**src/hdl/pib_pkg.sv**
```systemverilog
// Shared types and constants for the palette index builder.
// No dependencies; used by pib_cell and palette_index_builder.
package pib_pkg;

  localparam int unsigned PALETTE_ENTRIES_DEF = 256;
  localparam int unsigned CODE_W = 32;
  localparam int unsigned CHAN_W = 8;
  localparam int unsigned IDX_W = 8;
  localparam int unsigned CNT_W = 9;

  localparam logic [CHAN_W-1:0] ALPHA_OPAQUE = 8'hFF;
  localparam logic [CHAN_W-1:0] ALPHA_CLEAR  = 8'h00;

  // Probe that walks down the cell chain, one cell per cycle.
  typedef struct packed {
    logic              active;
    logic [CODE_W-1:0] code;
    logic [IDX_W-1:0]  new_idx;
    logic              resolved;
    logic              fresh;
    logic [IDX_W-1:0]  idx;
  } probe_t;

  typedef enum logic [1:0] {
    ST_IDLE,
    ST_WALK,
    ST_FINISH
  } state_e;

endpackage

```
**src/hdl/pib_cell.sv**
```systemverilog
// One palette table entry with its stage of the probe chain.
// Depends on pib_pkg (probe_t, widths).
module pib_cell (
  input  logic            clk_i,
  input  logic            rst_ni,
  input  logic            clear_i,
  input  pib_pkg::probe_t probe_i,
  output pib_pkg::probe_t probe_o
);
  import pib_pkg::*;

  logic              valid_q, valid_d;
  logic [CODE_W-1:0] code_q;
  logic [IDX_W-1:0]  idx_q;
  probe_t            probe_q, probe_d;
  logic              wr;

  always_comb begin
    probe_d = probe_i;
    wr      = 1'b0;
    if (probe_i.active && !probe_i.resolved) begin
      if (valid_q) begin
        if (code_q == probe_i.code) begin
          probe_d.resolved = 1'b1;
          probe_d.idx      = idx_q;
        end
      end else begin
        // first free entry: the color is new, take it here
        wr               = 1'b1;
        probe_d.resolved = 1'b1;
        probe_d.fresh    = 1'b1;
        probe_d.idx      = probe_i.new_idx;
      end
    end
  end

  always_comb begin
    valid_d = valid_q;
    if (clear_i) begin
      valid_d = 1'b0;
    end else if (wr) begin
      valid_d = 1'b1;
    end
  end

  always_ff @(posedge clk_i or negedge rst_ni) begin
    if (!rst_ni) begin
      valid_q <= 1'b0;
      probe_q <= '0;
    end else begin
      valid_q <= valid_d;
      probe_q <= probe_d;
    end
  end

  always_ff @(posedge clk_i) begin
    if (wr) begin
      code_q <= probe_i.code;
      idx_q  <= probe_i.new_idx;
    end
  end

  assign probe_o = probe_q;

endmodule

```
**config.mk**
```make
export PLATFORM = sky130hd
export DESIGN_NAME = pib_cell
export DESIGN_NICKNAME = d
export VERILOG_FILES = /design/src/hdl/pib_pkg.sv /design/src/hdl/pib_cell.sv
export SDC_FILE = /design/constraint.sdc
export NUM_CORES = 1
export LEC_CHECK = 0
export ABC_AREA = 1
export BUFFER_PORTS_ARGS = -buffer_cell sky130_fd_sc_hd__buf_4
export CORE_MARGIN = 2
export CORE_UTILIZATION = 35
export CTS_BUF_LIST = sky130_fd_sc_hd__clkbuf_4 sky130_fd_sc_hd__clkbuf_8
export DETAILED_ROUTE_END_ITERATION = 6
export PLACE_DENSITY = 0.64
export SETUP_SLACK_MARGIN = 0.05
export SLEW_MARGIN = 10
export SYNTH_ARGS = -nofsm -noshare
export SYNTH_HDL_FRONTEND = slang
export SYNTH_SLANG_ARGS = --single-unit
```
**constraint.sdc**
```tcl
create_clock -name clk_i -period 3.7 [get_ports clk_i]
set_input_delay 0.74 -clock clk_i [delete_from_list [all_inputs] [get_ports clk_i]]
set_output_delay 0.74 -clock clk_i [all_outputs]
set_load 0.05 [all_outputs]
```
==> Implementation_results.wiki <==
{| class="wikitable"
! Metric !! Value
|-
| Worst-case headroom to the max-slew limit || 56.6%
|-
| Number of max-slew violations in the final report || 0
|-
| Number of optimization iterations in the first detailed-route pass || 4
|-
| Number of clock sinks seen by CTS || 92
|-
| Most common cell after layout, fill and taps aside || sky130_fd_sc_hd__buf_4
|-
| Placeable core region || 9730 um2
|-
| PwrDens || 462 nW/um2
|-
| Critical Path End Type || register
|-
| Weighted congestion reported at the end of routability-driven placement || 0.712
|-
| Site row count || 36
|-
| Vias in the first global route || 2376
|-
| RSZ-0062 raised after global routing || false
|-
| # diodes || 0
|-
| Number of antenna violations at the first check in global routing || 0
|-
| Post-route setup TNS || 0 ns
|-
| Clock root buffer || sky130_fd_sc_hd__clkbuf_8
|-
| Ports placed on the boundary || 105
|-
| Seq/Total Area, Yosys || 71.9%
|-
| Final net count || 468
|-
| Startpoint kind of the worst setup timing path || input pin
|-
| Setup slack of the worst register-to-register path || 2.01 ns
|-
| Routed length per placed instance || 12.8 um
|-
| Number of max-cap violations || 0
|-
| Post-detailed-route DRC marker count || 0
|-
| TritonCTS clock tree || done
|-
| Final wirelength || 7.05 mm
|-
| Area delta synth->final || 32.7%
|-
| Final hold vios || 0
|-
| Worst endpoint required time || 3.72 ns
|-
| Leakage power total || 2.16 nW
|-
| Post-CTS Setup Repair Bufs || 0
|-
| Least setup slack across all paths after layout || 1.61 ns
|-
| Setup WS pre-CTS || 1.18 ns
|-
| Die W || 104 um
|-
| Largest voltage drop on the vdd net || 220 uV
|-
| Initial standard-cell utilization of the core || 35.8%
|-
| Most frequent cells in the layout || sky130_fd_sc_hd__buf_4, sky130_fd_sc_hd__nand2_1, sky130_fd_sc_hd__dfrtp_1, sky130_fd_sc_hd__inv_1, sky130_fd_sc_hd__edfxtp_1
|-
| Type of the most critical hold path || in -> async
|-
| Height of the die || 104 um
|-
| Filler cells || 926
|-
| Total Die Area || 10800 um2
|-
| Grt ovf || 0
|-
| GRT Resource Usage Total || 14.0%
|-
| Crit path kind || in -> reg
|-
| Ratio of cells with drive above 1 in the final layout || 30.5%
|-
| H-tree depth || 3
|-
| Mean instance size in the synthesized netlist || 11.6 um2
|-
| Number of instances resized during post-cts repair || 0
|-
| Cell count after synthesis || 300
|-
| Arr. time, crit path || 2.12 ns
|-
| DRC marker count from the first detailed-route iteration || 118
|-
| CTS max path bufs || 2
|-
| Setup Skew || 0.00959 ns
|-
| Count of input and output buffers || 104
|-
| Outcome || finished clean
|-
| Count of different cell masters after synthesis || 17
|-
| Detailed placer's ending HPWL || 5.06 mm
|-
| Pin slew with the least headroom to its limit || 0.652 ns
|-
| Post-synthesis instance area || 3480 um2
|-
| Via count || 2333
|-
| Count of final setup violators || 0
|-
| Critical-path maximum fanout || 28
|-
| Syn_nets || 354
|-
| Cts bufs inserted || 9
|-
| Register bit total from synthesis || 92
|-
| Post-CTS clock slew at the launch and capture registers of the worst setup and hold paths || 0.09 ns
|-
| Maximum clock rate || 478 MHz
|-
| ANT nets after route || 0
|-
| Share of the clock period used by the worst path after layout || 56.5%
|-
| Clock latency on the worst-skew pair || 0.36 ns
|-
| Synthesis warning total || 0
|-
| Pin count of the biggest net entering global routing || 53
|-
| Post-CTS Hold Buffers || 0
|-
| Vias per Instance || 4.23
|-
| Min Clock Period, post-route || 2.09 ns
|-
| First-pass GRT wire length || 11.7 mm
|}
[routing by layer]
layer / up-vias / track usage [%] / routed length (um)
li1: 1166 / - / -
met1: 1084 / 18.7 / 3070
met2: 73 / 21.0 / 3400
met3: 10 / 4.72 / 462
met4: 0 / 6.08 / 118
met5: - / 0 / 0
[cell families after synthesis]
| family | share of synthesized area (%) |
|---|---|
| XOR/XNOR | 4.78 |
| AND/OR/NAND/NOR | 16.1 |
| buffers and inverters | 5.21 |
| flip-flops | 71.9 |
| AO/OA/AOI/OAI | 2.01 |
[cells in the mapped netlist]
cell type | number | area (um2)
sky130_fd_sc_hd__nand2_1 | 91 | 342
sky130_fd_sc_hd__dfrtp_1 | 52 | 1300
sky130_fd_sc_hd__inv_1 | 44 | 165
sky130_fd_sc_hd__edfxtp_1 | 40 | 1200
sky130_fd_sc_hd__nor2_1 | 19 | 71.3
sky130_fd_sc_hd__xnor2_1 | 19 | 166
sky130_fd_sc_hd__nand3_1 | 16 | 80.1
sky130_fd_sc_hd__a22oi_1 | 8 | 60.1
sky130_fd_sc_hd__nand2_2 | 2 | 12.5
sky130_fd_sc_hd__nor2_4 | 2 | 22.5
sky130_fd_sc_hd__a21oi_1 | 1 | 5.00
sky130_fd_sc_hd__buf_2 | 1 | 5.00
sky130_fd_sc_hd__buf_6 | 1 | 11.3
sky130_fd_sc_hd__nor2_2 | 1 | 6.26
sky130_fd_sc_hd__nor2_8 | 1 | 20.0
sky130_fd_sc_hd__o21ai_1 | 1 | 5.00
sky130_fd_sc_hd__or2_1 | 1 | 6.26
[state kept, by name, indices dropped and copies added (netlist names)]
signal and flops:
code_q 32, idx_q 8, probe_o 51, valid_q 1
[per-stage QoR]
step	cell area (um2)	instances	utilization [%]	power [mW]	hold slack, ns
floorplan	3480	300	-	1.35	0.444
global placement	4430	536	45.5	1.49	0.547
detailed placement	4430	536	45.5	1.50	0.561
CTS	4620	552	47.5	2.15	0.422
global route	4620	552	47.5	2.23	0.439
finish	4620	552	47.5	2.13	0.401
[area by class of cell]
type,instances,area (um2),share of cell area (%)
Sequential cell,92,2500,54.2
Multi-Input combinational cell,162,805,17.4
Timing Repair Buffer,105,788,17.1
Tap cell,133,166,3.60
Inverter,44,165,3.58
Clock buffer,9,124,2.68
Clock inverter,7,67.6,1.46
[final timing paths]
check	startpoint	end	cells after the start
setup / recovery	probe_i[9]	code_q[19]	5
hold / removal	rst_ni	probe_o[31]	1
setup reg to reg	valid_q	code_q[19]	2
hold reg to reg	idx_q[3]	probe_o[3]	4
max in group asynchronous	rst_ni	probe_o[41]	1
min in group clk_i	probe_i[15]	probe_o[15]	1
[report_power, final]
group | total, mW | leakage (nW) | switching (mW) | internal (mW)
combinational | 0.329 | 1.09 | 0.218 | 0.112
clock | 0.663 | 0.0910 | 0.355 | 0.308
sequential | 1.14 | 0.980 | 0.0171 | 1.12
total | 2.13 | 2.16 | 0.590 | 1.54
[worst max-delay path, cell delays in order]
cell	delay [ns]
sky130_fd_sc_hd__buf_4	0.11
sky130_fd_sc_hd__inv_1	0.06
sky130_fd_sc_hd__nand2_2	0.21
sky130_fd_sc_hd__nor2_4	0.52
sky130_fd_sc_hd__buf_4	0.45
(Power assumes the default switching activity.)
